File: config.mk
export PLATFORM = sky130hd
export DESIGN_NAME = path_normalizer_flat
export DESIGN_NICKNAME = d
export VERILOG_FILES = /design/src/rtl/core/pn_pkg.sv /design/src/rtl/core/pn_stream_if.sv /design/src/rtl/core/path_normalizer.sv /design/src/rtl/core/pn_ram.sv /design/src/rtl/core/pn_ctrl.sv /design/src/rtl/core/pn_datapath.sv /design/src/flat_wrapper.sv
export VERILOG_INCLUDE_DIRS = /design/src /design/src/rtl/core
export SDC_FILE = /design/constraint.sdc
export NUM_CORES = 2
export LEC_CHECK = 0
export BUFFER_PORTS_ARGS = -buffer_cell sky130_fd_sc_hd__buf_4
export CAP_MARGIN = 20
export CORE_MARGIN = 2
export CORE_UTILIZATION = 39
export CTS_CLUSTER_SIZE = 24
export DETAILED_ROUTE_END_ITERATION = 10
export MAX_ROUTING_LAYER = met4
export PLACE_DENSITY = 0.63
export SLEW_MARGIN = 20
export SYNTH_ARGS = -nofsm -noshare
export SYNTH_HDL_FRONTEND = slang
export SYNTH_SLANG_ARGS = --single-unit
File: constraint.sdc
create_clock -name clk_i -period 9.8 [get_ports clk_i]
set_input_delay 2.45 -clock clk_i [delete_from_list [all_inputs] [get_ports clk_i]]
set_output_delay 2.45 -clock clk_i [all_outputs]
set_load 0.05 [all_outputs]
File: src/rtl/core/path_normalizer_defines.svh
// Assertion macros used by the path normalizer datapath.
`ifndef PATH_NORMALIZER_DEFINES_SVH
`define PATH_NORMALIZER_DEFINES_SVH

// Check an expression at every rising clock edge outside reset.
`define PN_ASSERT_ALWAYS(label, expr, msg) \
  label: assert property (@(posedge clk_i) disable iff (!rst_ni) (expr)) \
    else $error(msg);

// Check that a condition is followed by a consequence in the next cycle.
`define PN_ASSERT_NEXT(label, ante, cons, msg) \
  label: assert property (@(posedge clk_i) disable iff (!rst_ni) (ante) |=> (cons)) \
    else $error(msg);

`endif

File: src/rtl/core/pn_pkg.sv
// Types and constants shared by the path normalizer modules.
package pn_pkg;

  localparam logic [7:0] SLASH_CHAR  = 8'h2F;
  localparam logic [7:0] DOT_CHAR    = 8'h2E;
  localparam logic [3:0] CHUNK_BYTES = 4'd8;

  typedef struct packed {
    logic [7:0] path_char;
    logic       end_of_path;
  } pn_in_t;

  typedef struct packed {
    logic [63:0] text_bytes;
    logic [3:0]  byte_count;
    logic        last_chunk;
  } pn_out_t;

  typedef enum logic [2:0] {
    ST_IDLE,
    ST_END,
    ST_LEN_RD,
    ST_LEN_WAIT,
    ST_BYTE_RD,
    ST_BYTE_PUT,
    ST_SLASH,
    ST_LAST
  } pn_state_e;

  // Commands from the sequencer to the datapath.
  typedef struct packed {
    logic take_char;
    logic end_close;
    logic len_rd;
    logic len_latch;
    logic byte_rd;
    logic append_byte;
    logic append_slash;
    logic next_seg;
    logic emit_last;
    logic clear_path;
  } pn_cmd_t;

  // Status from the datapath to the sequencer.
  typedef struct packed {
    logic out_free;
    logic append_ok;
    logic seg_done;
    logic more_segs;
    logic last_byte;
    logic pos_full;
  } pn_status_t;

endpackage

File: src/rtl/core/pn_stream_if.sv
// Valid/ready stream channel carrying one payload per transaction.
interface pn_stream_if #(
  parameter type payload_t = logic
) ();
  logic     valid;
  logic     ready;
  payload_t payload;

  modport source (output valid, output payload, input ready);
  modport sink (input valid, input payload, output ready);
endinterface

File: src/rtl/core/path_normalizer.sv
// Path normalizer: input is ready every cycle while idle, where character items are taken.
// An end item closes the open segment, then for each segment looks up its length and
// appends its characters (store read, then pack) and a joining slash, both stores having
// registered reads; then it emits the final chunk. Output stalls hold the walk, and it
// stops early at the output capacity. Chunks leave through an output register.
// Reset (async, active low) clears the path state; the segment store needs no clearing.
module path_normalizer #(
  parameter int unsigned MAX_SEGMENTS    = 16,
  parameter int unsigned SEGMENT_BYTES   = 32,
  parameter int unsigned OUTPUT_CAPACITY = 256
) (
  input  logic        clk_i,
  input  logic        rst_ni,
  pn_stream_if.sink   in_item_i,
  pn_stream_if.source out_item_o
);
  import pn_pkg::*;

  pn_cmd_t    cmd;
  pn_status_t status;
  logic       in_ready;
  logic       out_valid;
  pn_out_t    out_payload;
  logic       in_has_char;

  // A zero character carries no character; the item may still end the path
  assign in_has_char = in_item_i.payload.path_char != 8'd0;

  // Sequencer: accepts transactions in idle, walks the stack on the end item
  pn_ctrl u_ctrl (
    .clk_i         (clk_i),
    .rst_ni        (rst_ni),
    .in_valid_i    (in_item_i.valid),
    .in_has_char_i (in_has_char),
    .in_end_i      (in_item_i.payload.end_of_path),
    .in_ready_o    (in_ready),
    .status_i      (status),
    .cmd_o         (cmd)
  );

  // Datapath: segment stack, store, packing and output register
  pn_datapath #(
    .MAX_SEGMENTS    (MAX_SEGMENTS),
    .SEGMENT_BYTES   (SEGMENT_BYTES),
    .OUTPUT_CAPACITY (OUTPUT_CAPACITY)
  ) u_datapath (
    .clk_i       (clk_i),
    .rst_ni      (rst_ni),
    .cmd_i       (cmd),
    .status_o    (status),
    .path_char_i (in_item_i.payload.path_char),
    .out_ready_i (out_item_o.ready),
    .out_valid_o (out_valid),
    .out_item_o  (out_payload)
  );

  assign in_item_i.ready    = in_ready;
  assign out_item_o.valid   = out_valid;
  assign out_item_o.payload = out_payload;
endmodule

File: src/rtl/core/pn_ram.sv
// Generic single-write, single-read RAM with registered read data.
module pn_ram #(
  parameter int unsigned WIDTH = 8,
  parameter int unsigned DEPTH = 16,
  localparam int unsigned AddrW = (DEPTH > 1) ? $clog2(DEPTH) : 1
) (
  input  logic             clk_i,
  input  logic             we_i,
  input  logic [AddrW-1:0] waddr_i,
  input  logic [WIDTH-1:0] wdata_i,
  input  logic             re_i,
  input  logic [AddrW-1:0] raddr_i,
  output logic [WIDTH-1:0] rdata_o
);
  logic [WIDTH-1:0] mem_q [DEPTH];
  logic [WIDTH-1:0] rdata_q;

  always_ff @(posedge clk_i) begin
    if (we_i) begin
      mem_q[waddr_i] <= wdata_i;
    end
    if (re_i) begin
      rdata_q <= mem_q[raddr_i];
    end
  end

  assign rdata_o = rdata_q;
endmodule

File: src/rtl/core/pn_ctrl.sv
// Sequencer: takes input transactions and walks the segment stack on the end item.
module pn_ctrl (
  input  logic                clk_i,
  input  logic                rst_ni,
  input  logic                in_valid_i,
  input  logic                in_has_char_i,
  input  logic                in_end_i,
  output logic                in_ready_o,
  input  pn_pkg::pn_status_t  status_i,
  output pn_pkg::pn_cmd_t     cmd_o
);
  import pn_pkg::*;

  pn_state_e state_q, state_d;

  always_ff @(posedge clk_i or negedge rst_ni) begin
    if (!rst_ni) begin
      state_q <= ST_IDLE;
    end else begin
      state_q <= state_d;
    end
  end

  always_comb begin
    state_d    = state_q;
    cmd_o      = '0;
    in_ready_o = 1'b0;
    case (state_q)
      ST_IDLE: begin
        in_ready_o = 1'b1;
        if (in_valid_i) begin
          cmd_o.take_char = in_has_char_i;
          if (in_end_i) begin
            state_d = ST_END;
          end
        end
      end
      ST_END: begin
        cmd_o.end_close = 1'b1;
        state_d         = ST_LEN_RD;
      end
      ST_LEN_RD: begin
        if (status_i.seg_done) begin
          state_d = ST_LAST;
        end else begin
          cmd_o.len_rd = 1'b1;
          state_d      = ST_LEN_WAIT;
        end
      end
      ST_LEN_WAIT: begin
        cmd_o.len_latch = 1'b1;
        state_d         = ST_BYTE_RD;
      end
      ST_BYTE_RD: begin
        cmd_o.byte_rd = 1'b1;
        state_d       = ST_BYTE_PUT;
      end
      ST_BYTE_PUT: begin
        if (status_i.pos_full) begin
          state_d = ST_LAST;
        end else if (status_i.append_ok) begin
          cmd_o.append_byte = 1'b1;
          if (!status_i.last_byte) begin
            state_d = ST_BYTE_RD;
          end else if (status_i.more_segs) begin
            state_d = ST_SLASH;
          end else begin
            state_d = ST_LAST;
          end
        end
      end
      ST_SLASH: begin
        if (status_i.pos_full) begin
          state_d = ST_LAST;
        end else if (status_i.append_ok) begin
          cmd_o.append_slash = 1'b1;
          cmd_o.next_seg     = 1'b1;
          state_d            = ST_LEN_RD;
        end
      end
      ST_LAST: begin
        if (status_i.out_free) begin
          cmd_o.emit_last  = 1'b1;
          cmd_o.clear_path = 1'b1;
          state_d          = ST_IDLE;
        end
      end
      default: begin
        state_d = ST_IDLE;
      end
    endcase
  end
endmodule

File: src/rtl/core/pn_datapath.sv
// Datapath: segment stack, segment store, output packing and result register.
`include "path_normalizer_defines.svh"

module pn_datapath #(
  parameter int unsigned MAX_SEGMENTS    = 16,
  parameter int unsigned SEGMENT_BYTES   = 32,
  parameter int unsigned OUTPUT_CAPACITY = 256
) (
  input  logic               clk_i,
  input  logic               rst_ni,
  input  pn_pkg::pn_cmd_t    cmd_i,
  output pn_pkg::pn_status_t status_o,
  input  logic [7:0]         path_char_i,
  input  logic               out_ready_i,
  output logic               out_valid_o,
  output pn_pkg::pn_out_t    out_item_o
);
  import pn_pkg::*;

  localparam int unsigned SegMaxLen  = SEGMENT_BYTES - 1;
  localparam int unsigned LenW       = $clog2(SEGMENT_BYTES);
  localparam int unsigned StoreDepth = MAX_SEGMENTS * SegMaxLen;
  localparam int unsigned StoreAw    = $clog2(StoreDepth);
  localparam int unsigned BaseW      = $clog2(StoreDepth + 1);
  localparam int unsigned CountW     = $clog2(MAX_SEGMENTS + 1);
  localparam int unsigned SegAw      = $clog2(MAX_SEGMENTS);
  localparam int unsigned PosW       = $clog2(OUTPUT_CAPACITY);

  // Path state
  logic [LenW-1:0]   cur_len_q, cur_len_d;
  logic [CountW-1:0] seg_count_q, seg_count_d;
  logic              at_start_q, at_start_d;
  logic              full_q, full_d;
  logic [BaseW-1:0]  push_base_q, push_base_d;
  logic [7:0]        first_q, first_d;
  logic [7:0]        second_q, second_d;

  // Walk state
  logic [CountW-1:0] seg_idx_q, seg_idx_d;
  logic [BaseW-1:0]  walk_base_q, walk_base_d;
  logic [LenW-1:0]   byte_idx_q, byte_idx_d;
  logic [LenW-1:0]   seg_len_q, seg_len_d;
  logic [63:0]       pack_q, pack_d;
  logic [3:0]        pack_cnt_q, pack_cnt_d;
  logic [PosW-1:0]   pos_q, pos_d;
  logic              out_valid_q, out_valid_d;
  pn_out_t           out_q, out_d;

  logic              close_en;
  logic [LenW-1:0]   close_len;
  logic [LenW-1:0]   cur_next;
  logic              store_we;
  logic [StoreAw-1:0] store_waddr, store_raddr;
  logic [7:0]        store_rdata;
  logic              len_we;
  logic [SegAw-1:0]  len_waddr;
  logic [LenW-1:0]   len_rdata;
  logic              out_free;
  logic [7:0]        byte_in;

  assign cur_next    = cur_len_q + LenW'(1);
  assign store_waddr = StoreAw'(push_base_q + BaseW'(cur_len_q));
  assign store_raddr = StoreAw'(walk_base_q + BaseW'(byte_idx_q));
  assign len_waddr   = seg_count_q[SegAw-1:0];
  assign out_free    = !out_valid_q || out_ready_i;
  assign byte_in     = cmd_i.append_slash ? SLASH_CHAR : store_rdata;

  always_comb begin
    cur_len_d   = cur_len_q;
    seg_count_d = seg_count_q;
    at_start_d  = at_start_q;
    full_d      = full_q;
    push_base_d = push_base_q;
    first_d     = first_q;
    second_d    = second_q;
    seg_idx_d   = seg_idx_q;
    walk_base_d = walk_base_q;
    byte_idx_d  = byte_idx_q;
    seg_len_d   = seg_len_q;
    pack_d      = pack_q;
    pack_cnt_d  = pack_cnt_q;
    pos_d       = pos_q;
    out_d       = out_q;
    out_valid_d = out_valid_q && !out_ready_i;
    close_en    = 1'b0;
    close_len   = cur_len_q;
    store_we    = 1'b0;
    len_we      = 1'b0;

    // Take one character into the open segment
    if (cmd_i.take_char && !full_q) begin
      at_start_d = 1'b0;
      if (at_start_q && path_char_i == SLASH_CHAR) begin
        at_start_d = 1'b0;
      end else if (path_char_i == SLASH_CHAR) begin
        close_en = 1'b1;
      end else begin
        store_we  = 1'b1;
        cur_len_d = cur_next;
        if (cur_len_q == '0) begin
          first_d = path_char_i;
        end
        if (cur_len_q == LenW'(1)) begin
          second_d = path_char_i;
        end
        if (cur_next == LenW'(SegMaxLen)) begin
          close_en  = 1'b1;
          close_len = cur_next;
        end
      end
    end

    // Close the open segment on the end item and seed the text with the root slash
    if (cmd_i.end_close) begin
      close_en    = !full_q;
      pack_d      = {56'd0, SLASH_CHAR};
      pack_cnt_d  = 4'd1;
      pos_d       = PosW'(1);
      seg_idx_d   = '0;
      walk_base_d = '0;
    end

    // Drop, pop or push the closed segment
    if (close_en) begin
      cur_len_d = '0;
      if (close_len != '0) begin
        if (close_len == LenW'(2) && first_q == DOT_CHAR && second_q == DOT_CHAR) begin
          if (seg_count_q != '0) begin
            seg_count_d = seg_count_q - CountW'(1);
            push_base_d = push_base_q - BaseW'(SegMaxLen);
          end
        end else if (!(close_len == LenW'(1) && first_q == DOT_CHAR)) begin
          len_we      = 1'b1;
          seg_count_d = seg_count_q + CountW'(1);
          push_base_d = push_base_q + BaseW'(SegMaxLen);
          if (seg_count_q + CountW'(1) == CountW'(MAX_SEGMENTS)) begin
            full_d = 1'b1;
          end
        end
      end
    end

    if (cmd_i.len_latch) begin
      seg_len_d  = len_rdata;
      byte_idx_d = '0;
    end

    // Append one character; hand off a full chunk first
    if (cmd_i.append_byte || cmd_i.append_slash) begin
      pos_d = pos_q + PosW'(1);
      if (pack_cnt_q == CHUNK_BYTES) begin
        out_d.text_bytes = pack_q;
        out_d.byte_count = pack_cnt_q;
        out_d.last_chunk = 1'b0;
        out_valid_d      = 1'b1;
        pack_d           = {56'd0, byte_in};
        pack_cnt_d       = 4'd1;
      end else begin
        for (int k = 0; k < 8; k++) begin
          if (pack_cnt_q[2:0] == 3'(k)) begin
            pack_d[8*k +: 8] = byte_in;
          end
        end
        pack_cnt_d = pack_cnt_q + 4'd1;
      end
    end

    if (cmd_i.append_byte) begin
      byte_idx_d = byte_idx_q + LenW'(1);
    end

    if (cmd_i.next_seg) begin
      seg_idx_d   = seg_idx_q + CountW'(1);
      walk_base_d = walk_base_q + BaseW'(SegMaxLen);
    end

    if (cmd_i.emit_last) begin
      out_d.text_bytes = pack_q;
      out_d.byte_count = pack_cnt_q;
      out_d.last_chunk = 1'b1;
      out_valid_d      = 1'b1;
      pack_cnt_d       = '0;
    end

    if (cmd_i.clear_path) begin
      cur_len_d   = '0;
      seg_count_d = '0;
      at_start_d  = 1'b1;
      full_d      = 1'b0;
      push_base_d = '0;
    end
  end

  always_ff @(posedge clk_i or negedge rst_ni) begin
    if (!rst_ni) begin
      cur_len_q   <= '0;
      seg_count_q <= '0;
      at_start_q  <= 1'b1;
      full_q      <= 1'b0;
      push_base_q <= '0;
      seg_idx_q   <= '0;
      walk_base_q <= '0;
      byte_idx_q  <= '0;
      pack_cnt_q  <= '0;
      pos_q       <= '0;
      out_valid_q <= 1'b0;
    end else begin
      cur_len_q   <= cur_len_d;
      seg_count_q <= seg_count_d;
      at_start_q  <= at_start_d;
      full_q      <= full_d;
      push_base_q <= push_base_d;
      seg_idx_q   <= seg_idx_d;
      walk_base_q <= walk_base_d;
      byte_idx_q  <= byte_idx_d;
      pack_cnt_q  <= pack_cnt_d;
      pos_q       <= pos_d;
      out_valid_q <= out_valid_d;
    end
  end

  always_ff @(posedge clk_i) begin
    first_q   <= first_d;
    second_q  <= second_d;
    seg_len_q <= seg_len_d;
    pack_q    <= pack_d;
    out_q     <= out_d;
  end

  pn_ram #(
    .WIDTH (8),
    .DEPTH (StoreDepth)
  ) u_store (
    .clk_i   (clk_i),
    .we_i    (store_we),
    .waddr_i (store_waddr),
    .wdata_i (path_char_i),
    .re_i    (cmd_i.byte_rd),
    .raddr_i (store_raddr),
    .rdata_o (store_rdata)
  );

  pn_ram #(
    .WIDTH (LenW),
    .DEPTH (MAX_SEGMENTS)
  ) u_lengths (
    .clk_i   (clk_i),
    .we_i    (len_we),
    .waddr_i (len_waddr),
    .wdata_i (close_len),
    .re_i    (cmd_i.len_rd),
    .raddr_i (seg_idx_q[SegAw-1:0]),
    .rdata_o (len_rdata)
  );

  assign status_o.out_free  = out_free;
  assign status_o.append_ok = (pack_cnt_q != CHUNK_BYTES) || out_free;
  assign status_o.seg_done  = seg_idx_q >= seg_count_q;
  assign status_o.more_segs = (seg_idx_q + CountW'(1)) < seg_count_q;
  assign status_o.last_byte = (byte_idx_q + LenW'(1)) == seg_len_q;
  assign status_o.pos_full  = pos_q == PosW'(OUTPUT_CAPACITY - 1);

  assign out_valid_o = out_valid_q;
  assign out_item_o  = out_q;

  `PN_ASSERT_ALWAYS(a_full_tracks_count, full_q == (seg_count_q == CountW'(MAX_SEGMENTS)), "stack full flag out of step with segment count")
  `PN_ASSERT_ALWAYS(a_open_len_bound, cur_len_q < LenW'(SegMaxLen), "open segment reached its limit without closing")
  `PN_ASSERT_NEXT(a_start_cleared, cmd_i.take_char, !at_start_q, "path start flag still set after a character")
  `PN_ASSERT_ALWAYS(a_last_not_empty, !cmd_i.emit_last || pack_cnt_q != '0, "final chunk issued with no characters")
endmodule

File: src/flat_wrapper.sv
// flat-port wrapper written by rule: the top's interface ports become plain ports
module path_normalizer_flat import pn_pkg::*;
#(
  parameter int unsigned MAX_SEGMENTS    = 16,
  parameter int unsigned SEGMENT_BYTES   = 32,
  parameter int unsigned OUTPUT_CAPACITY = 256
)
  (clk_i, rst_ni, in_item_i_valid, in_item_i_payload, in_item_i_ready, out_item_o_valid, out_item_o_payload, out_item_o_ready);
  pn_stream_if #(.payload_t(pn_in_t)) in_item_i_i ();
  pn_stream_if #(.payload_t(pn_out_t)) out_item_o_i ();
  input  logic clk_i;
  input  logic rst_ni;
  input wire logic [$bits(in_item_i_i.valid)-1:0] in_item_i_valid;
  input wire logic [$bits(in_item_i_i.payload)-1:0] in_item_i_payload;
  output wire logic [$bits(in_item_i_i.ready)-1:0] in_item_i_ready;
  output wire logic [$bits(out_item_o_i.valid)-1:0] out_item_o_valid;
  output wire logic [$bits(out_item_o_i.payload)-1:0] out_item_o_payload;
  input wire logic [$bits(out_item_o_i.ready)-1:0] out_item_o_ready;
  assign in_item_i_i.valid = in_item_i_valid;
  assign in_item_i_i.payload = in_item_i_payload;
  assign in_item_i_ready = in_item_i_i.ready;
  assign out_item_o_valid = out_item_o_i.valid;
  assign out_item_o_payload = out_item_o_i.payload;
  assign out_item_o_i.ready = out_item_o_ready;
  path_normalizer #(.MAX_SEGMENTS(MAX_SEGMENTS), .SEGMENT_BYTES(SEGMENT_BYTES), .OUTPUT_CAPACITY(OUTPUT_CAPACITY)) u_core (.clk_i(clk_i), .rst_ni(rst_ni), .in_item_i(in_item_i_i), .out_item_o(out_item_o_i));
endmodule
======== Word-level counts from Yosys, hierarchy flattened ========
Memories as Yosys holds them, arrays and structs flattened. A register that Yosys moved wholly into a read port is not among the register bits.
Index checks and enable logic that the tools add are counted.
word-level totals
  memories kept ........................... 2
  register bits after elaboration ......... 210
  bits in writable memories ............... 4,048
  bits of input ports ..................... 13
cells by class
  muxes and demuxes ....................... 102
  eq/ne operators ......................... 37
  add/sub/neg operators ................... 12
  bitwise logic cells ..................... 2
  reductions and logical operators ........ 37
  magnitude comparators ................... 2
memory list
  name                               words  bits a word  rd ports  clocked after memory_dff  wr ports  RTL line      text
  u_core.u_datapath.u_store.mem_q    496    8            1         1                         1         pn_ram.sv:15  logic [WIDTH-1:0] mem_q [DEPTH];
  u_core.u_datapath.u_lengths.mem_q  16     5            1         1                         1         pn_ram.sv:15
operator list
  kind                                                                      number
  69-bit two-way mux                                                        3
  64-bit two-way mux                                                        3
  5-bit two-way mux                                                         19
  8-bit two-way mux                                                         11
  9-bit two-way mux                                                         8
  1-bit two-way mux                                                         39
  3-bit two-way mux                                                         9
  3-bit equality test (second input constant)                               8
  8-bit by 6-bit equality test with 1-bit output (second input constant)    3
  3-bit one-hot mux with 8 select lines                                     1
  5-bit by 1-bit adder with 5-bit output (second input constant)            4
  9-bit by 5-bit adder with 9-bit output                                    2
  9-bit by 5-bit adder with 9-bit output (second input constant)            2
  2-bit nonzero test                                                        9
  4-bit two-way mux                                                         4
  3-bit by 2-bit equality test with 1-bit output (second input constant)    4
  4-bit AND reduction                                                       3
  5-bit by 1-bit equality test with 1-bit output (second input constant)    2
  5-bit equality test (second input constant)                               2
  2-bit two-way mux                                                         5
  5-bit AND reduction                                                       2
  5-bit nonzero test                                                        2
  3-bit by 1-bit inequality test with 1-bit output (second input constant)  3
  3-bit by 2-bit inequality test with 1-bit output (second input constant)  3
  other kinds (24)                                                          41

======== Logic depth before layout (Yosys ltp) ========
  depth in word-level cells ............... 14
  depth in mapped cells ................... 17
  gate-level depth less buffers ........... 16

======== Cells and area by module ========
A second synthesis with hierarchy kept.
second synthesis, totals
  cell total of the unflattened synthesis .. 8,277
  area total of the unflattened synthesis .. 167,999.9 um^2
modules (own cells, without submodules)
  module                                cells an instance  times used  area an instance (um^2)
  pn_ram (u_core.u_datapath.u_store)    7,138              1           154,669.6
  pn_datapath                           944                1           9,748.1
  pn_ram (u_core.u_datapath.u_lengths)  155                1           3,263.1
  pn_ctrl                               37                 1           302.8
  path_normalizer                       3                  1           16.3

======== Worst setup path after synthesis ========
OpenSTA, ideal clock, no wires.
  path type ............................... input-to-reg
  start ................................... input in_item_i_payload[2]
  end ..................................... register u_core.u_datapath.push_base_q[8]
  stages on the path ...................... 16
  slack ................................... 4.179 ns
  buffers on the path ..................... 1
  arrival time ............................ 5.484 ns
  cells stage by stage .................... or4_1 -> nor3b_1 -> nor3_1 -> buf_2 -> nand3_1 -> a21o_1 -> inv_2 -> fa_1 -> nor2b_1 -> o21ai_0 -> a21boi_0 -> o21ai_0 -> a21oi_1 -> nor3_1 -> nand3b_1 -> mux2i_1
between the ends
  cells in the longest elaborated chain, start to end .. 12
  elaborated cells on any way between the ends .. 28
  classes of those cells .................. eq/ne: 5; mux: 13; reduce/logical: 10
ends and longest elaborated chain
  what                                            RTL line               text
  start: declaration                              flat_wrapper.sv:14     input wire logic [$bits(in_item_i_i.payload)-1:0] in_item_i_payload;
  8-bit nonzero test                              path_normalizer.sv:27  assign in_has_char = in_item_i.payload.path_char != 8'd0;
  1-bit two-way mux                               pn_ctrl.sv:31          if (in_valid_i) begin
  1-bit two-way mux                               pn_ctrl.sv:28          case (state_q)
  1-bit logical AND                               pn_datapath.sv:91      if (cmd_i.take_char && !full_q) begin
  5-bit two-way mux                               pn_datapath.sv:91
  5-bit by 2-bit equality test with 1-bit output  pn_datapath.sv:127     if (close_len == LenW'(2) && first_q == DOT_CHAR && second_q == DOT_CHAR) begin
  1-bit logical AND (2 in a row)                  pn_datapath.sv:127
  9-bit two-way mux                               pn_datapath.sv:127
  9-bit two-way mux                               pn_datapath.sv:126     if (close_len != '0) begin
  9-bit two-way mux                               pn_datapath.sv:124     if (close_en) begin
  9-bit two-way mux                               pn_datapath.sv:185     if (cmd_i.clear_path) begin
  end signal: assignment                          pn_datapath.sv:212     push_base_q <= push_base_d;
  end: declaration                                pn_datapath.sv:34      logic [BaseW-1:0] push_base_q, push_base_d;
Several ways; a longest one is shown, not always the timed one. The select of a mux whose other input is x is not followed.
A chain may end at the register's enable or synchronous reset.

======== Worst setup path in the final report ========
  start ................................... input in_item_i_payload[8]
  end ..................................... register u_core.u_datapath.push_base_q[8]
Same word-level chain as after synthesis.

==> reports/metrics.cfg <==
[run]
cap_viol_max_count=0

[die]
dieHeight_um=660.8
rows=241
start_util_pct=39.09
core_area_mm2=0.4303
dieArea_mm2=0.4366
pin_count=84
die_w_um=660.8

[cells_and_area]
syn_to_final_growth_pct=12.37
final_cell_area_mm2=0.1890
layout.cells.most_common=edfxtp_1
final_net_count=8896
layout-drive-gt1-share_pct=21.73
fin_cells=14910
final_cell_mix=edfxtp_1, mux4_2, nand2_1

[sta]
finalMaxSlewViolations=0
setup-violations-final=0
skew_ps=77.32
fin_crit_sh_pct=61.46
hold_violations=0
worstMarginPinSlew_ps=1328
maxSlewHeadroom_pct=11.50
rsz0062_at_grt=no
holdWs_ps=411.9
fin_setup_tns_ps=0
layout_min_cycle_time_ps=6023
max_freq_mhz=166.0

[critical_path]
path_max_fanout=79
cp.arrival_ps=6810
path_class=primary input to flip-flop
worstSetupEndpointType=flip-flop
cp-start-kind=primary input
crit_required_ps=10580

[cts]
postCtsSetupBuffers=0
cts_inserted_buffers=418
postCtsHoldBufs=0
ctsResizeCount=0
clk_pin_slew_ps=60
cts-root-buf=clkbuf_16
h-tree-depth=5
cts_buffer_depth=4
cts_num_sinks=4271
cts_tree=built
clock_latency_ps=1000

[route]
wirelength_um=436000
ant_nets=0
via_per_inst=5.795
drt_iter0_drc=12460
drtPass1Iterations=6
drc_errors=0
via_count=86390
wire_per_inst_um=29.25

[power]
p_leak_nw=58.09
ir_drop_v=0.0003074
p_per_area_mw_per_mm2=302.5

[outcome]
status=finished clean

[yosys]
synth_area_mm2=0.1682
synthCells=8682
synth_edf_count=4150
syn_nets=8745
ys.flop_type=edfxtp_1
avgSynthCellArea_um2=19.38
async_flop_share_pct=1.311
yosys_register_bits=4271
ys_warn_count=0
yosysUniqueCellTypes=87
yosysSeqAreaShare_pct=75.69

[grt]
grt_pass1_wl_um=628500
grt_pass1_vias=85430
antenna_found_initial=23
track_usage_pct=20.18
overflow=0
grt_max_degree=161

[place]
hpwl_um=259700
dp.cells=14120
portBuffers=83
placed_area_mm2=0.1751
gp_congestion=0.8786

[hold_path]
hp-class=flip-flop to flip-flop

==> cells by family after synthesis <==
group,Yosys count,share of synthesized area (%)
xor gates and xnor gates,33,0.1718
adders and majority gates,51,0.3912
AOI/OAI and AO/OA,438,1.798
DFF,4271,75.69
and+or+nand+nor,2197,5.678
muxes,1134,14.40
buffers and inverters,558,1.869
==> final timing paths <==
| check | start | to | slack, ps | depth (start not counted) |
|---|---|---|---|---|
| max reg2reg | u_core.u_datapath.byte_idx_q[0] | u_core.u_datapath.u_store.rdata_o[7] | 3820 | 10 |
| max | in_item_i_payload[8] | u_core.u_datapath.push_base_q[8] | 3780 | 16 |
| min | u_core.u_datapath.u_lengths.rdata_o[4] | u_core.u_datapath.seg_len_q[4] | 410 | 0 |
| min reg2reg | u_core.u_datapath.u_lengths.rdata_o[4] | u_core.u_datapath.seg_len_q[4] | 410 | 0 |
| max in group asynchronous | rst_ni | u_core.u_datapath.cur_len_q[0] | 7700 | 1 |
| min in group asynchronous | rst_ni | u_core.u_datapath.pack_cnt_q[2] | 1550 | 1 |
==> final cells by class <==
cell class / instances / area (µm²)
Clock inverter: 299 / 3095
Sequential cell: 4271 / 127300
Multi-Input combinational cell: 3853 / 38040
Fill cell: 35970 / 241300
Tap cell: 5710 / 7144
Timing Repair Buffer: 264 / 2489
Antenna cell: 8 / 20.02
Clock buffer: 477 / 10820
Inverter: 25 / 93.84
==> report_power, final <==
| part | switching, mW | total (mW) | internal (mW) |
|---|---|---|---|
| combinational | 12.5 | 20.2 | 7.70 |
| sequential | 0.285 | 20.7 | 20.4 |
| clock | 6.98 | 16.3 | 9.33 |
==> worst max-delay path, cell delays in order <==
cell and delay (ps):
buf_8 190, nor3_2 760, nor3b_1 530, nor3_2 220
nand3_1 180, a21o_1 310, inv_2 210, fa_1 450
nor2b_1 120, o21ai_0 120, a21boi_0 280, o21ai_0 180
a21oi_1 220, nor3_1 80, nand3b_1 200, mux2i_1 160
==> per-stage QoR <==
stage	util (%)	power, mW	worst slack (ps)
floorplan	-	34.61	4179
finish	43.93	57.18	3777
global placement	40.66	41.01	2313
global route	43.93	59.07	3543
detailed placement	40.68	41.17	2372
CTS	43.92	57.38	3459
==> Yosys cell counts, types with 10 or more instances <==
library cell / n / share of area (%)
a211oi_1: 10 / 0.045
and3_1: 28 / 0.10
nor2b_1: 76 / 0.28
nand2b_1: 17 / 0.063
mux4_2: 1014 / 14
a21oi_1: 107 / 0.32
nor3_1: 26 / 0.077
o21ai_0: 68 / 0.20
dfxtp_1: 65 / 0.77
nand2_1: 894 / 2.0
mux2i_1: 101 / 0.60
a311oi_1: 12 / 0.062
inv_1: 24 / 0.054
a221oi_1: 11 / 0.057
edfxtp_1: 4150 / 74
a32oi_1: 83 / 0.43
ha_1: 47 / 0.35
buf_6: 53 / 0.35
dfrtp_1: 55 / 0.82
xnor2_1: 19 / 0.099
a31oi_1: 52 / 0.19
nand3_1: 370 / 1.1
a21o_1: 11 / 0.049
buf_2: 122 / 0.36
nor2_1: 616 / 1.4
nand4_1: 99 / 0.37
xor2_1: 14 / 0.073
buf_1: 29 / 0.065
buf_4: 103 / 0.46
clkbuf_1: 216 / 0.48
mux4_1: 11 / 0.17
==> flip-flops by register name, indices dropped and copies added, names as in the netlist, 8 cells and up <==
register,flops
u_core.u_datapath.pack_q,64
u_core.u_datapath.first_q,8
u_core.u_datapath.walk_base_q,9
u_core.u_datapath.pos_q,8
u_core.u_datapath.second_q,8
u_core.u_datapath.u_store.rdata_o,8
u_core.u_datapath.u_store.mem_q,3968
u_core.u_datapath.push_base_q,9
u_core.u_datapath.out_item_o,69
u_core.u_datapath.u_lengths.mem_q,80
==> metal layers <==
| metal | vias up | GRT usage [%] | wire length, µm |
|---|---|---|---|
| met5 | - | - | 0 |
| met4 | 0 | 6.107 | 14100 |
| met3 | 714 | 4.088 | 43590 |
| met2 | 5012 | 30.62 | 202300 |
| met1 | 45310 | 27.63 | 176000 |
| li1 | 35350 | - | - |
Power figures use the tool's default switching activity.
